`src/sv/sfcd_pkg.sv`:
```
// ----------------------------------------------------------------------------
// sfcd_pkg: shared types and constants of the serial frame command decoder
// Holds the transfer payload structs, the decoder state, the command codes
// and the duty clamp used at reset and on configuration writes.
// ----------------------------------------------------------------------------
package sfcd_pkg;

    // Input item kinds.
    localparam logic OP_BYTE = 1'b0;
    localparam logic OP_TICK = 1'b1;

    // Configuration register indexes.
    localparam logic CFG_DEVICE_ID    = 1'b0;
    localparam logic CFG_INITIAL_DUTY = 1'b1;

    // Frame markers and addresses.
    localparam logic [7:0] START_MARK = 8'h69;
    localparam logic [7:0] BROADCAST  = 8'hFF;
    localparam logic [7:0] PAR_ZERO   = 8'h00;
    localparam logic [7:0] PAR_HOLD   = 8'hFF;

    // Duty limits for the stored start duty.
    localparam logic [7:0] DUTY_LOW  = 8'd25;
    localparam logic [7:0] DUTY_HIGH = 8'd68;

    // Command codes.
    localparam logic [7:0] CMD_DUTY    = 8'd1;
    localparam logic [7:0] CMD_SET_ID  = 8'd5;
    localparam logic [7:0] CMD_SOL     = 8'd6;
    localparam logic [7:0] CMD_HALT    = 8'd9;
    localparam logic [7:0] CMD_RESUME  = 8'd13;
    localparam logic [7:0] CMD_SET_PWM = 8'd60;

    // One received item.
    typedef struct packed {
        logic       op;
        logic [7:0] byte_value;
    } t_in_item;

    // One result item.
    typedef struct packed {
        logic [7:0] servo_duty;
        logic       solenoid_on;
        logic       pins_driven;
        logic       miso_driven;
        logic       frame_taken;
        logic       store_id;
        logic       store_duty;
        logic [7:0] store_value;
        logic       busy_res;
    } t_out_item;

    // Decoder state carried from item to item.
    typedef struct packed {
        logic [3:0][7:0] frame_bytes;
        logic [7:0]      byte_position;
        logic [7:0]      pulse_ticks_left;
        logic [7:0]      duty_now;
        logic            solenoid_level;
        logic            drive_on;
        logic            miso_on;
    } t_state;

    // Replace a start duty outside the allowed range by the low limit.
    function automatic logic [7:0] clamp_duty(input logic [7:0] d);
        logic [7:0] res;
        res = ((d >= DUTY_LOW) && (d <= DUTY_HIGH)) ? d : DUTY_LOW;
        return res;
    endfunction

endpackage

```
`src/sv/spi_frame_command_decoder_core.sv`:
```
// ----------------------------------------------------------------------------
// spi_frame_command_decoder_core: serial frame command decoder
// Path: the input register, then decode into the result register.
// Throughput: one item per cycle unless the output stalls; while a result
// waits, the input register can still take one item before the input stalls.
// Reset (i_rst_n low, synchronous): frame store and position cleared, no
// pulse, duty 25, solenoid low, pins and data-out driven, id 0.
// ----------------------------------------------------------------------------
module spi_frame_command_decoder_core
    import sfcd_pkg::*;
(
    input  logic       i_clk,
    input  logic       i_rst_n,
    input  logic       i_in_valid,
    output logic       o_in_stall,
    input  t_in_item   i_in_item,
    output logic       o_out_valid,
    input  logic       i_out_stall,
    output t_out_item  o_out_item,
    input  logic       i_cfg_we,
    input  logic       i_cfg_index,
    input  logic [7:0] i_cfg_data
);

    logic       r_in_valid;
    t_in_item   r_in_item;
    logic       r_out_valid;
    t_out_item  r_out_item;
    t_state     r_state;
    t_state     n_state;
    t_state     n_state_upd;
    t_out_item  n_result;
    logic [7:0] r_device_id;
    logic       w_step;
    logic       w_take;

    // The decode step fires when the result register is free or drains now.
    assign w_step     = r_in_valid && (!r_out_valid || !i_out_stall);
    assign w_take     = i_in_valid && !o_in_stall;
    assign o_in_stall = r_in_valid && !w_step;

    assign o_out_valid = r_out_valid;
    assign o_out_item  = r_out_item;

    sfcd_step u_step (
        .i_state     (r_state),
        .i_device_id (r_device_id),
        .i_item      (r_in_item),
        .o_state     (n_state),
        .o_result    (n_result)
    );

    // Input register.
    always_ff @(posedge i_clk) begin
        if (!i_rst_n) begin
            r_in_valid <= 1'b0;
        end else if (w_take) begin
            r_in_valid <= 1'b1;
        end else if (w_step) begin
            r_in_valid <= 1'b0;
        end
    end

    always_ff @(posedge i_clk) begin
        if (w_take) begin
            r_in_item <= i_in_item;
        end
    end

    // Result register.
    always_ff @(posedge i_clk) begin
        if (!i_rst_n) begin
            r_out_valid <= 1'b0;
        end else if (w_step) begin
            r_out_valid <= 1'b1;
        end else if (!i_out_stall) begin
            r_out_valid <= 1'b0;
        end
    end

    always_ff @(posedge i_clk) begin
        if (w_step) begin
            r_out_item <= n_result;
        end
    end

    // Next decoder state: the step result (or the held state), with a start duty write on top.
    always_comb begin
        n_state_upd = w_step ? n_state : r_state;
        if (i_cfg_we && (i_cfg_index == CFG_INITIAL_DUTY)) begin
            n_state_upd.duty_now = clamp_duty(i_cfg_data);
        end
    end

    // Decoder state and configuration writes.
    always_ff @(posedge i_clk) begin
        if (!i_rst_n) begin
            r_state.frame_bytes      <= '0;
            r_state.byte_position    <= 8'd0;
            r_state.pulse_ticks_left <= 8'd0;
            r_state.duty_now         <= clamp_duty(DUTY_LOW);
            r_state.solenoid_level   <= 1'b0;
            r_state.drive_on         <= 1'b1;
            r_state.miso_on          <= 1'b1;
            r_device_id              <= 8'd0;
        end else begin
            r_state <= n_state_upd;
            if (i_cfg_we && (i_cfg_index == CFG_DEVICE_ID)) begin
                r_device_id <= i_cfg_data;
            end
        end
    end

endmodule

```
`src/sv/sfcd_step.sv`:
```
// ----------------------------------------------------------------------------
// sfcd_step: one decoder step
// Given the current state, the device id and one item, computes the next
// state and the result item. Purely combinational.
// ----------------------------------------------------------------------------
module sfcd_step
    import sfcd_pkg::*;
(
    input  t_state     i_state,
    input  logic [7:0] i_device_id,
    input  t_in_item   i_item,
    output t_state     o_state,
    output t_out_item  o_result
);

    logic [7:0] w_addr;
    logic [7:0] w_cmd;
    logic [7:0] w_par;
    logic [7:0] w_sum;
    logic       w_frame_ok;
    t_state     w_st;
    logic       w_taken;
    logic       w_st_id;
    logic       w_st_duty;
    logic [7:0] w_st_val;

    // Frame fields as seen after this byte has been stored.
    assign w_addr = w_st.frame_bytes[0];
    assign w_cmd  = w_st.frame_bytes[1];
    assign w_par  = w_st.frame_bytes[2];
    assign w_sum  = w_addr + w_cmd + w_par;
    assign w_frame_ok = (w_st.byte_position[7:2] != 6'd0)
                     && (w_sum == w_st.frame_bytes[3])
                     && ((w_addr == BROADCAST) || (w_addr == i_device_id));

    // Byte collection and tick handling.
    always_comb begin
        w_st = i_state;
        if (i_item.op == OP_TICK) begin
            if (i_state.pulse_ticks_left != 8'd0) begin
                w_st.pulse_ticks_left = i_state.pulse_ticks_left - 8'd1;
                if (i_state.pulse_ticks_left == 8'd1) begin
                    w_st.solenoid_level = 1'b0;
                end
            end
        end else if (i_state.pulse_ticks_left == 8'd0) begin
            if (i_item.byte_value == START_MARK) begin
                w_st.byte_position = 8'd0;
            end else begin
                w_st.frame_bytes[i_state.byte_position[1:0]] = i_item.byte_value;
                w_st.byte_position = i_state.byte_position + 8'd1;
            end
        end
    end

    // Command execution on a valid frame for this unit.
    always_comb begin
        o_state   = w_st;
        w_taken   = 1'b0;
        w_st_id   = 1'b0;
        w_st_duty = 1'b0;
        w_st_val  = 8'd0;
        if ((i_item.op == OP_BYTE) && (i_state.pulse_ticks_left == 8'd0) && w_frame_ok) begin
            w_taken = 1'b1;
            unique case (w_cmd)
                CMD_DUTY: begin
                    o_state.duty_now = w_par;
                end
                CMD_SOL: begin
                    if (w_par == PAR_ZERO) begin
                        o_state.solenoid_level = 1'b0;
                    end else begin
                        o_state.solenoid_level = 1'b1;
                        if (w_par != PAR_HOLD) begin
                            o_state.pulse_ticks_left = w_par;
                        end
                    end
                end
                CMD_SET_ID: begin
                    w_st_id  = 1'b1;
                    w_st_val = w_par;
                end
                CMD_SET_PWM: begin
                    w_st_duty = 1'b1;
                    w_st_val  = w_par;
                end
                CMD_HALT: begin
                    o_state.solenoid_level = 1'b0;
                    o_state.drive_on       = 1'b0;
                    o_state.miso_on        = 1'b0;
                end
                CMD_RESUME: begin
                    o_state.drive_on = 1'b1;
                end
                default: begin
                end
            endcase
        end
    end

    // Result item from the state after this step.
    always_comb begin
        o_result.servo_duty  = o_state.duty_now;
        o_result.solenoid_on = o_state.solenoid_level;
        o_result.pins_driven = o_state.drive_on;
        o_result.miso_driven = o_state.miso_on;
        o_result.frame_taken = w_taken;
        o_result.store_id    = w_st_id;
        o_result.store_duty  = w_st_duty;
        o_result.store_value = w_st_val;
        o_result.busy_res    = (o_state.pulse_ticks_left != 8'd0);
    end

endmodule
```
`config.mk`:
```
export PLATFORM = sky130hd
export DESIGN_NAME = spi_frame_command_decoder_core
export DESIGN_NICKNAME = d
export VERILOG_FILES = /design/src/sv/sfcd_pkg.sv /design/src/sv/spi_frame_command_decoder_core.sv /design/src/sv/sfcd_step.sv
export SDC_FILE = /design/constraint.sdc
export NUM_CORES = 1
export LEC_CHECK = 0
export BUFFER_PORTS_ARGS = -buffer_cell sky130_fd_sc_hd__buf_2
export CORE_ASPECT_RATIO = 1.25
export CORE_MARGIN = 3
export CORE_UTILIZATION = 55
export DETAILED_ROUTE_END_ITERATION = 10
export MAX_ROUTING_LAYER = met4
export PLACE_DENSITY = 0.76
export SYNTH_ARGS = -nofsm -noshare
export SYNTH_HDL_FRONTEND = slang
export SYNTH_SLANG_ARGS = --single-unit
```
`constraint.sdc`:
```
create_clock -name i_clk -period 5.35 [get_ports i_clk]
set_input_delay 1.3375 -clock i_clk [delete_from_list [all_inputs] [get_ports i_clk]]
set_output_delay 1.3375 -clock i_clk [all_outputs]
set_load 0.02 [all_outputs]
```
**Word-level counts from Yosys, hierarchy flattened**

Cells that the tools add are included.

- Flip-flop bits (word level): 101
- Word-level logic and storage cells: 106
- Input bits: 23
- Output and inout bits: 25

- Reductions and logical operators: 27
- Muxes and demuxes: 31
- Order comparisons: 4
- Eq/ne operators: 13
- Bitwise operators: 2
- $add $sub $neg: 4

Operators with widths:

| cell | count |
|---|---|
| 40-bit 2-to-1 mux | 2 |
| 8-bit 2-to-1 mux | 10 |
| 32-bit bitwise mux | 1 |
| 32-bit 2-to-1 mux | 1 |
| 19-bit 2-to-1 mux | 1 |
| 8-bit adder | 2 |
| 8-bit demux with 2-bit select | 1 |
| 8-bit by 1-bit equality test with 1-bit output (second input constant) | 2 |
| 8-bit by 3-bit equality test with 1-bit output (second input constant) | 2 |
| 8-bit by 4-bit equality test with 1-bit output (second input constant) | 2 |
| 8-bit equality test | 2 |
| 8-bit logical NOT | 2 |
| 8-bit nonzero test | 2 |
| 1-bit 2-to-1 mux | 12 |
| 1-bit logical AND | 11 |
| 11-bit 2-to-1 mux | 1 |
| 8-bit by 1-bit adder with 8-bit output (second input constant) | 1 |
| 8-bit by 6-bit equality test with 1-bit output (second input constant) | 1 |
| 8-bit by 7-bit equality test with 1-bit output (second input constant) | 1 |
| 8-bit equality test (second input constant) | 1 |
| 8-bit by 5-bit greater-or-equal comparator with 1-bit output (second input constant) | 1 |
| 8-bit by 7-bit less-or-equal comparator with 1-bit output (second input constant) | 1 |
| 8-bit != test (second input constant) | 1 |
| 8-bit by 1-bit subtractor with 8-bit output (second input constant) | 1 |
| other kinds (12) | 19 |

**Depth between registers and ports, before layout**

Gate-level depths: netlist (run 1).

- Depth after elaboration: 17
- Depth in mapped cells: 26
- Mapped depth without buffers: 20

**Modules after synthesis**

A second synthesis (run 1) with hierarchy kept.

- Cells, all modules: 716
- Area, all modules: 6397.4 um^2

By module, submodules not included:

| module | instances | area each (um^2) | cells an instance |
|---|---|---|---|
| spi_frame_command_decoder_core | 1 | 3667.3 | 336 |
| sfcd_step | 1 | 2730.1 | 380 |

**Least setup slack after synthesis (run 1)**

OpenSTA, ideal clock, no wires.

- Kind: register to register
- Start point: register r_in_item[2] in the netlist's numbering
- End point: register r_out_item (netlist bit o_out_item[19]) (data pin)
- Arrival time: 5.021 ns
- Path slack: 0.067 ns
- Cell stages (with the launch flop): 23
- Clock period less this slack: 5.283 ns
- Cells stage by stage: edfxtp_1 > or2_1 > or4_1 > buf_4 > buf_6 > and3_1 > clkbuf_1 > clkbuf_1 > mux2i_1 > xnor2_1 > ha_1 > a21o_1 > ha_1 > nor2b_1 > o21a_1 > o21a_1 > o211ai_1 > xnor3_1 > xor2_2 > nor3_2 > and2_4 > buf_6 > mux2_1

RTL lines:

| what | line | source |
|---|---|---|
| from (decl) | spi_frame_command_decoder_core.sv:26 | `t_in_item r_in_item;` |
| from (signal assigned) | spi_frame_command_decoder_core.sv:66 | `r_in_item <= i_in_item;` |
| to (signal assigned) | spi_frame_command_decoder_core.sv:83 | `r_out_item <= n_result;` |
| to (decl) | spi_frame_command_decoder_core.sv:28 | `t_out_item r_out_item;` |

==> run metrics, run 1 <==
outcome completed; Max Clock Skew 0.00588 ns; Final Slew Violations 0; CTS tree done; fmax 0.196 GHz; layout cells sized above 1 17.0%; clock buffer count from CTS 9; Tightest Pin Transition 1.22 ns; Clock Tree Root clkbuf_16; origin of the worst min-delay path r_state[0]$_SDFFE_PN1P_; WP data required 5.46 ns; DRC 0; ys flop type dfxtp_1; most frequent cell after synthesis nor2_1; router iterations before antenna repair 6; ant diodes 0; crit-path cells nor4_4, buf_4, nand4_1, nor2_2, buf_4, nor3_1, nor3_1, a31oi_1, nor2_1, ha_1, ha_1, nor2b_1, o21a_1, o21a_1, o211ai_1, xnor3_1, xor2_2, nor3_2, and2_4, mux2_2; Worst Path Max Fanout 11; vias in the first global route 5595; CP top delay family simple AND/OR/NAND/NOR gates; Synth Net Count 778; initial antenna violation count 0; Synth Register Bits 101; Die X 101 um; fraction of registers with async set/reset 0%; nature of the critical path endpoint register; Initial Util 57.7%; DR iter-0 viols 391; maxcap violations 0; Critical Path AT 5.21 ns; Crit-path slowest cell dfxtp_1; row count 42; Place WS 0.107 ns; WL/cell 19.4 um; final setup margin 0.244 ns; first element of the critical path r_state[17]$_SDFFE_PN0P_; Die Ht 125 um; crit path time final 5.11 ns; hold path depth 2; Setup Viol. Count Final 0; Pleak 2.68 nW; Worst R2R End o_out_item[15]$_DFFE_PP_; placed cells 902; placer congestion estimate 1.05; worst-case headroom to the max-slew limit 16.3%; final design utilization 64.8%; Post-synth top cells nor2_1 (91), nand2_1 (72), dfxtp_1 (69); Distinct cells, synth 79; largest net degree at the start of global routing 55; sequential area share after synthesis 37.5%; CTS clk-pin slew, worst paths 0.07 ns; Hold EP r_state[0]$_SDFFE_PN1P_; GRT Total Usage 29.0%; die area 12700 sq um; CP Buf/Inv Count 2; top post-synthesis cells by area dfxtp_1 (22%), edfxtp_1 (15%), nor2_1 (5.5%), a21oi_1 (4.9%), nand2_1 (4.3%); Synth Cell Area 6250 sq um; Routed WL 17.9 mm; Setup crit start kind register; CP peak stage delay 0.38 ns; Mean Syn Cell Area 8.51 sq um; largest area contributor in the netlist dfxtp_1; CTS sink cnt 101; GR Overflow Total 0; worst-skew pair later-pin latency 0.35 ns; Ys Warns 0; fillcell total 914; Reg2Reg Launch Point r_state[17]$_SDFFE_PN0P_; final antenna-violating net count 0; Worst Hold Slack 0.450 ns; DP Wirelength 13.2 mm; Reg2Reg Setup Slack 0.24 ns; CTS HTree Levels 3; Syn Inst Count 734; final-report hold violation count 0; power density over cell area 269 nW/um^2; maximum vdd drop 0.181 mV; I/O Buffers 47; area delta synth->final 12.3%; WS Path Type register to register; Final nets 829; Yosys top cell area share 22.1%; Post-synth EDFFs 32; vias per cell 6.34; Reg2Reg Depth 20; first-pass GRT wire length 28.3 mm; Final Cycle Share 95.4%; vias 5844; final non-filler cell total 922; io pins 48; clk buf depth 2; core box area 10800 sq um; Hold WC Path Type register to register
-- registers in the layout (all words and copies together) (netlist names) --
name and cells:
r_in_valid 1, o_out_valid 1, r_in_item 9, o_out_item 23
r_device_id 8, r_state 59
-- worst max path at each step --
| stage | end | slack, ns | cells past startpoint |
|---|---|---|---|
| 5_1_grt | o_out_item[15]$_DFFE_PP_ | -0.06 | 20 |
| 3_5_place_dp | o_out_item[15]$_DFFE_PP_ | 0.11 | 16 |
| 6_report | o_out_item[15]$_DFFE_PP_ | 0.24 | 20 |
| 4_1_cts | o_out_item[15]$_DFFE_PP_ | 0.1 | 16 |
| 3_3_place_gp | o_out_item[15]$_DFFE_PP_ | 0.26 | 16 |
| 2_1_floorplan | o_out_item[19]$_DFFE_PP_ | 0.07 | 22 |
-- logic make-up after synthesis --
logic type                 count (synthesis)  share of synthesized area, %
AOI/OAI and AO/OA                        173                          17.9
xor gates and xnor gates                  23                          3.78
adders and majority gates                 21                          4.80
buffers and inverters                     85                          5.89
DFF                                      101                          37.5
muxes                                     35                          5.85
and+or+nand+nor                          296                          24.3
-- report_power, final --
group          internal, mW  leakage [nW]  switching [mW]
Sequential            0.820         0.853          0.0302
Clock                 0.331         0.144           0.300
Combinational         0.158          1.69           0.248
Total                  1.31          2.68           0.579
-- metal layers --
layer | track usage [%] | share of wire [%] | vias up
met5 | - | 0 | -
met4 | 15.3 | 4.0 | 0
met3 | 3.79 | 6.4 | 62
met2 | 45.6 | 48 | 272
met1 | 36.0 | 41 | 2755
li1 | - | - | 2755
-- cell usage in the layout (no fill, tap or decap), types with 4 or more instances in the layout --
master	netlist	layout
inv_1	37	37
and3_1	6	5
a22o_1	4	4
clkbuf_16	0	9
xor2_1	7	7
o21a_1	4	4
o22ai_1	7	7
nand4b_1	4	4
a21o_1	4	4
nor4_1	9	9
dfxtp_1	69	69
ha_1	16	16
or3_1	4	4
mux2i_1	23	21
nor2_1	91	90
o211ai_1	6	6
nand2b_1	7	7
nor4b_1	4	4
a211oi_1	19	19
or4_1	5	4
edfxtp_1	32	32
a31oi_1	9	9
nand4_1	15	15
a21oi_1	61	61
fa_1	5	5
buf_4	8	39
nand3_1	21	21
nor2b_1	10	10
mux2_2	6	6
mux2_1	6	6
o21ai_0	27	27
xnor2_1	13	13
buf_2	2	47
nand2_1	72	72
nor3_1	24	24
-- tightest hold or removal path: cells and delay by family, from the launching register on --
| kind | cells | cell delay [ns] |
|---|---|---|
| AOI/OAI and AO/OA | 1 | 0.05 |
| DFF | 1 | 0.31 |
| and+or+nand+nor | 1 | 0.05 |
-- cell type report --
type | count | area (sq um) | share of cell area [%]
clock buffer | 10 | 239 | 3.41
tap | 132 | 165 | 2.35
inverter | 39 | 146 | 2.09
clock inverter | 6 | 42.5 | 0.606
sequential | 101 | 2340 | 33.4
timing repair buffer | 86 | 528 | 7.52
multi-input combinational | 548 | 3550 | 50.7
-- per-stage QoR --
stage / power (mW) / setup TNS, ns / area (sq um)
after floorplan: 1.14 / 0 / 6250
after global placement: 1.25 / 0 / 6690
after detailed placement: 1.26 / 0 / 6690
after CTS: 1.88 / 0 / 6970
after global routing: 1.96 / -0.342 / 7020
final: 1.89 / 0 / 7020
-- timing repair --
item | 4_1_cts | 5_1_grt
endpoints found under the hold margin | 0 | 0
endpoints found under the setup margin | 0 | 32
gates resized for setup | 0 | 5
buffers inserted | 0 | 4
hold buffers | 0 | 0
Power figures use the tool's default switching activity.
==> inputs of run 2 (changes only) <==
--- a/config.mk
+++ b/config.mk
@@ -5,13 +5,14 @@
 export SDC_FILE = /design/constraint.sdc
 export NUM_CORES = 1
 export LEC_CHECK = 0
+export ABC_AREA = 1
 export BUFFER_PORTS_ARGS = -buffer_cell sky130_fd_sc_hd__buf_2
 export CORE_ASPECT_RATIO = 1.25
 export CORE_MARGIN = 3
 export CORE_UTILIZATION = 55
 export DETAILED_ROUTE_END_ITERATION = 10
 export MAX_ROUTING_LAYER = met4
-export PLACE_DENSITY = 0.76
+export PLACE_DENSITY = 0.73
 export SYNTH_ARGS = -nofsm -noshare
 export SYNTH_HDL_FRONTEND = slang
 export SYNTH_SLANG_ARGS = --single-unit
==> constraint.sdc (replaced) <==
create_clock -name i_clk -period 5.75 [get_ports i_clk]
set_input_delay 1.4375 -clock i_clk [delete_from_list [all_inputs] [get_ports i_clk]]
set_output_delay 1.4375 -clock i_clk [all_outputs]
set_load 0.02 [all_outputs]
==> run 2 against run 1 <==
Against the previous run:
- utilization down 2.1 points
- worst hold slack better by 0.017 ns
- power increased by 0.89%
- wire length down 11%
- area after synthesis up 1.7%
- non-clock buffer count fell by 30
- clock skew is 0.0048 ns higher
- sequential share of layout area about the same
- maximum frequency shrank 0.41%
- critical path type unchanged
- critical endpoint is now o_out_item[17]$_DFFE_PP_
- largest power group unchanged
- highest routed layer unchanged
==> run metrics, run 2 <==
routing usage on met2 41.3% (-4.3 points); worst-skew pair later-pin latency 0.36 ns (about the same); sequential area share after synthesis 36.9% (-0.62 points); Post-CTS Setup Repair Bufs 0 (unchanged); Initial Util 56.8% (-0.95 points); met1 Track Usage GR 34.2% (-1.8 points); Post-synth EDFFs 32 (unchanged); final-report hold violation count 0 (unchanged); Worst Path Max Fanout 21 (+10); Critical Path AT 5.25 ns (+0.04 ns); met3 Use GR 3.55% (-0.24 points); area delta synth->final 10.5%; CTS clk-pin slew, worst paths 0.08 ns (about the same); Hold WC Path Type register to register; Synth Cell Area 6350 sq um (+1.7%); die area 12900 sq um (+1.6%); vias 5857 (+0.22%); Syn Inst Count 909 (+24%); final design utilization 62.7% (-2.1 points); vias in the first global route 5371 (-4.0%); WL/cell 14.6 um (-25%); CTS sink cnt 101 (unchanged); Final Slew Violations 0 (unchanged); Mean Syn Cell Area 6.99 sq um (-18%); router iterations before antenna repair 5 (-1); Max Clock Skew 0.0107 ns (+0.00480 ns); DP Wirelength 11.7 mm (-12%); Die Ht 126 um (+0.80%); outcome completed; core box area 11200 sq um (+3.4%); maxcap violations 0 (unchanged); I/O Buffers 47 (unchanged); Most Used Layer, Global Route met2; first-pass GRT wire length 26.1 mm (-7.7%); layout cells sized above 1 13.0% (-3.9 points); largest net degree at the start of global routing 66 (+20%); critical path's most frequent cell inv_1; Crit-path slowest cell fa_1; Ys Warns 0 (unchanged); ant diodes 0 (unchanged); final antenna-violating net count 0 (unchanged); DRC 0 (unchanged); Final Cycle Share 89.2% (-6.3 points); Routed WL 16.0 mm (-11%); commonest cells after routing, fill and taps aside nand2_1 (220), inv_1 (164), nor2_1 (70); Clock Tree Root clkbuf_16; commonest non-fill, non-tap cell in the layout nand2_1; initial antenna violation count 0 (unchanged); Largest register FFs 59 (unchanged); nature of the critical path endpoint register; maximum vdd drop 0.185 mV (+2.4%); Post-synth top cells nand2_1 (220), inv_1 (164), nor2_1 (71); io pins 48 (unchanged); Synth Register Bits 101 (unchanged); Synth Net Count 953 (+22%); GR Overflow Total 0 (unchanged); Pleak 3.69 nW (+37%); CTS HTree Levels 3 (unchanged); WS Path Type register to register; DR iter-0 viols 380 (-2.8%); Final nets 999 (+21%); Tightest Pin Transition 0.910 ns (-0.314 ns); CP peak stage delay 0.52 ns (+0.14 ns); crit path time final 5.13 ns (+0.0212 ns); Yosys top cell area share 21.7% (-0.37 points); Setup Viol. Count Final 0 (unchanged); RSZ-0062 raised after global routing no; Setup crit start kind register; placer congestion estimate 0.923 (-12%); largest area contributor in the netlist dfxtp_1; Die X 102 um (+0.78%); Distinct cells, synth 48 (-39%); Biggest register r_state; Final TNS setup 0 ns (unchanged); vias per cell 5.35 (-16%); power density over cell area 271 nW/um^2 (+0.84%); WP data required 5.87 ns (+0.41 ns); Hold Buf Count CTS 0 (unchanged); fmax 0.195 GHz (-0.41%); row count 43 (+2.4%); CTS tree done; fraction of registers with async set/reset 0% (unchanged); worst-case headroom to the max-slew limit 39.3% (+23 points); ys flop type dfxtp_1; top post-synthesis cells by area dfxtp_1 (22%), edfxtp_1 (15%), nand2_1 (13%), inv_1 (9.7%), o21ai_0 (5.5%); clock buffer count from CTS 9 (unchanged); GRT Total Usage 26.6% (-2.4 points); clk buf depth 2 (unchanged); most frequent cell after synthesis nand2_1
==> run 2: worst paths after layout <==
path                             from                        to  slack, ns  depth (start not counted)
max          r_state[11]$_SDFFE_PN0P_  o_out_item[17]$_DFFE_PP_       0.62                         26
min          r_state[10]$_SDFFE_PN0P_  r_state[10]$_SDFFE_PN0P_       0.47                          2
max reg2reg  r_state[11]$_SDFFE_PN0P_  o_out_item[17]$_DFFE_PP_       0.62                         26
min reg2reg  r_state[10]$_SDFFE_PN0P_  r_state[10]$_SDFFE_PN0P_       0.47                          2
==> run 2: critical path: cells and delay by family (launching register included) <==
family / cells / cell delay [ns]
adder cells (fa/ha/maj): 3 / 1.05
flip-flops: 1 / 0.33
buffers and inverters: 4 / 0.43
AO/OA/AOI/OAI: 2 / 0.68
AND/OR/NAND/NOR: 17 / 2.37
==> run 2: report_power, final <==
part | total, mW | internal (mW) | switching (mW)
combinational | 0.494 | 0.165 | 0.329
clock | 0.607 | 0.307 | 0.300
sequential | 0.803 | 0.778 | 0.0257
total | 1.90 | 1.25 | 0.655
==> run 2: what timing repair did <==
item / 4_1_cts / 5_1_grt
endpoints found under the hold margin: 0 / 0
resized for setup: 0 / 1
endpoints found under the setup margin: 0 / 16
==> run 2: stage by stage <==
step / hold WS, ns / setup WS (ns) / power (mW) / area (sq um) / std cells
final: 0.467 / 0.623 / 1.90 / 7020 / 1095
after global routing: 0.494 / 0.123 / 2.02 / 7020 / 1095
after CTS: 0.469 / 0.429 / 1.91 / 7020 / 1095
after detailed placement: 0.455 / 0.445 / 1.31 / 6730 / 1079
after global placement: 0.450 / 0.446 / 1.31 / 6730 / 1079
after floorplan: 0.435 / 1.38 / 1.18 / 6350 / 909
==> run 2: cell type report <==
class	instances	area, sq um
timing repair buffer	56	303
multi-input combinational	612	3260
inverter	175	657
clock inverter	6	62.6
clock buffer	10	229
tap	135	169
sequential	101	2340
fill	1100	4170
==> run 2: logic make-up after synthesis <==
kind of cell	count (synthesis)	share of synthesized area [%]
DFF	101	36.9
AOI/OAI and AO/OA	162	14.5
muxes	1	0.158
adders and majority gates	21	4.73
xor gates and xnor gates	11	1.52
buffers and inverters	196	12.0
and+or+nand+nor	417	30.2
==> run 2: metal layers <==
layer,wire length (um),share of wire [%],up-vias
met4,656,4.1,0
met5,0,0,-
met1,7050,44,2625
met2,7500,47,175
met3,764,4.8,52
li1,-,-,3005
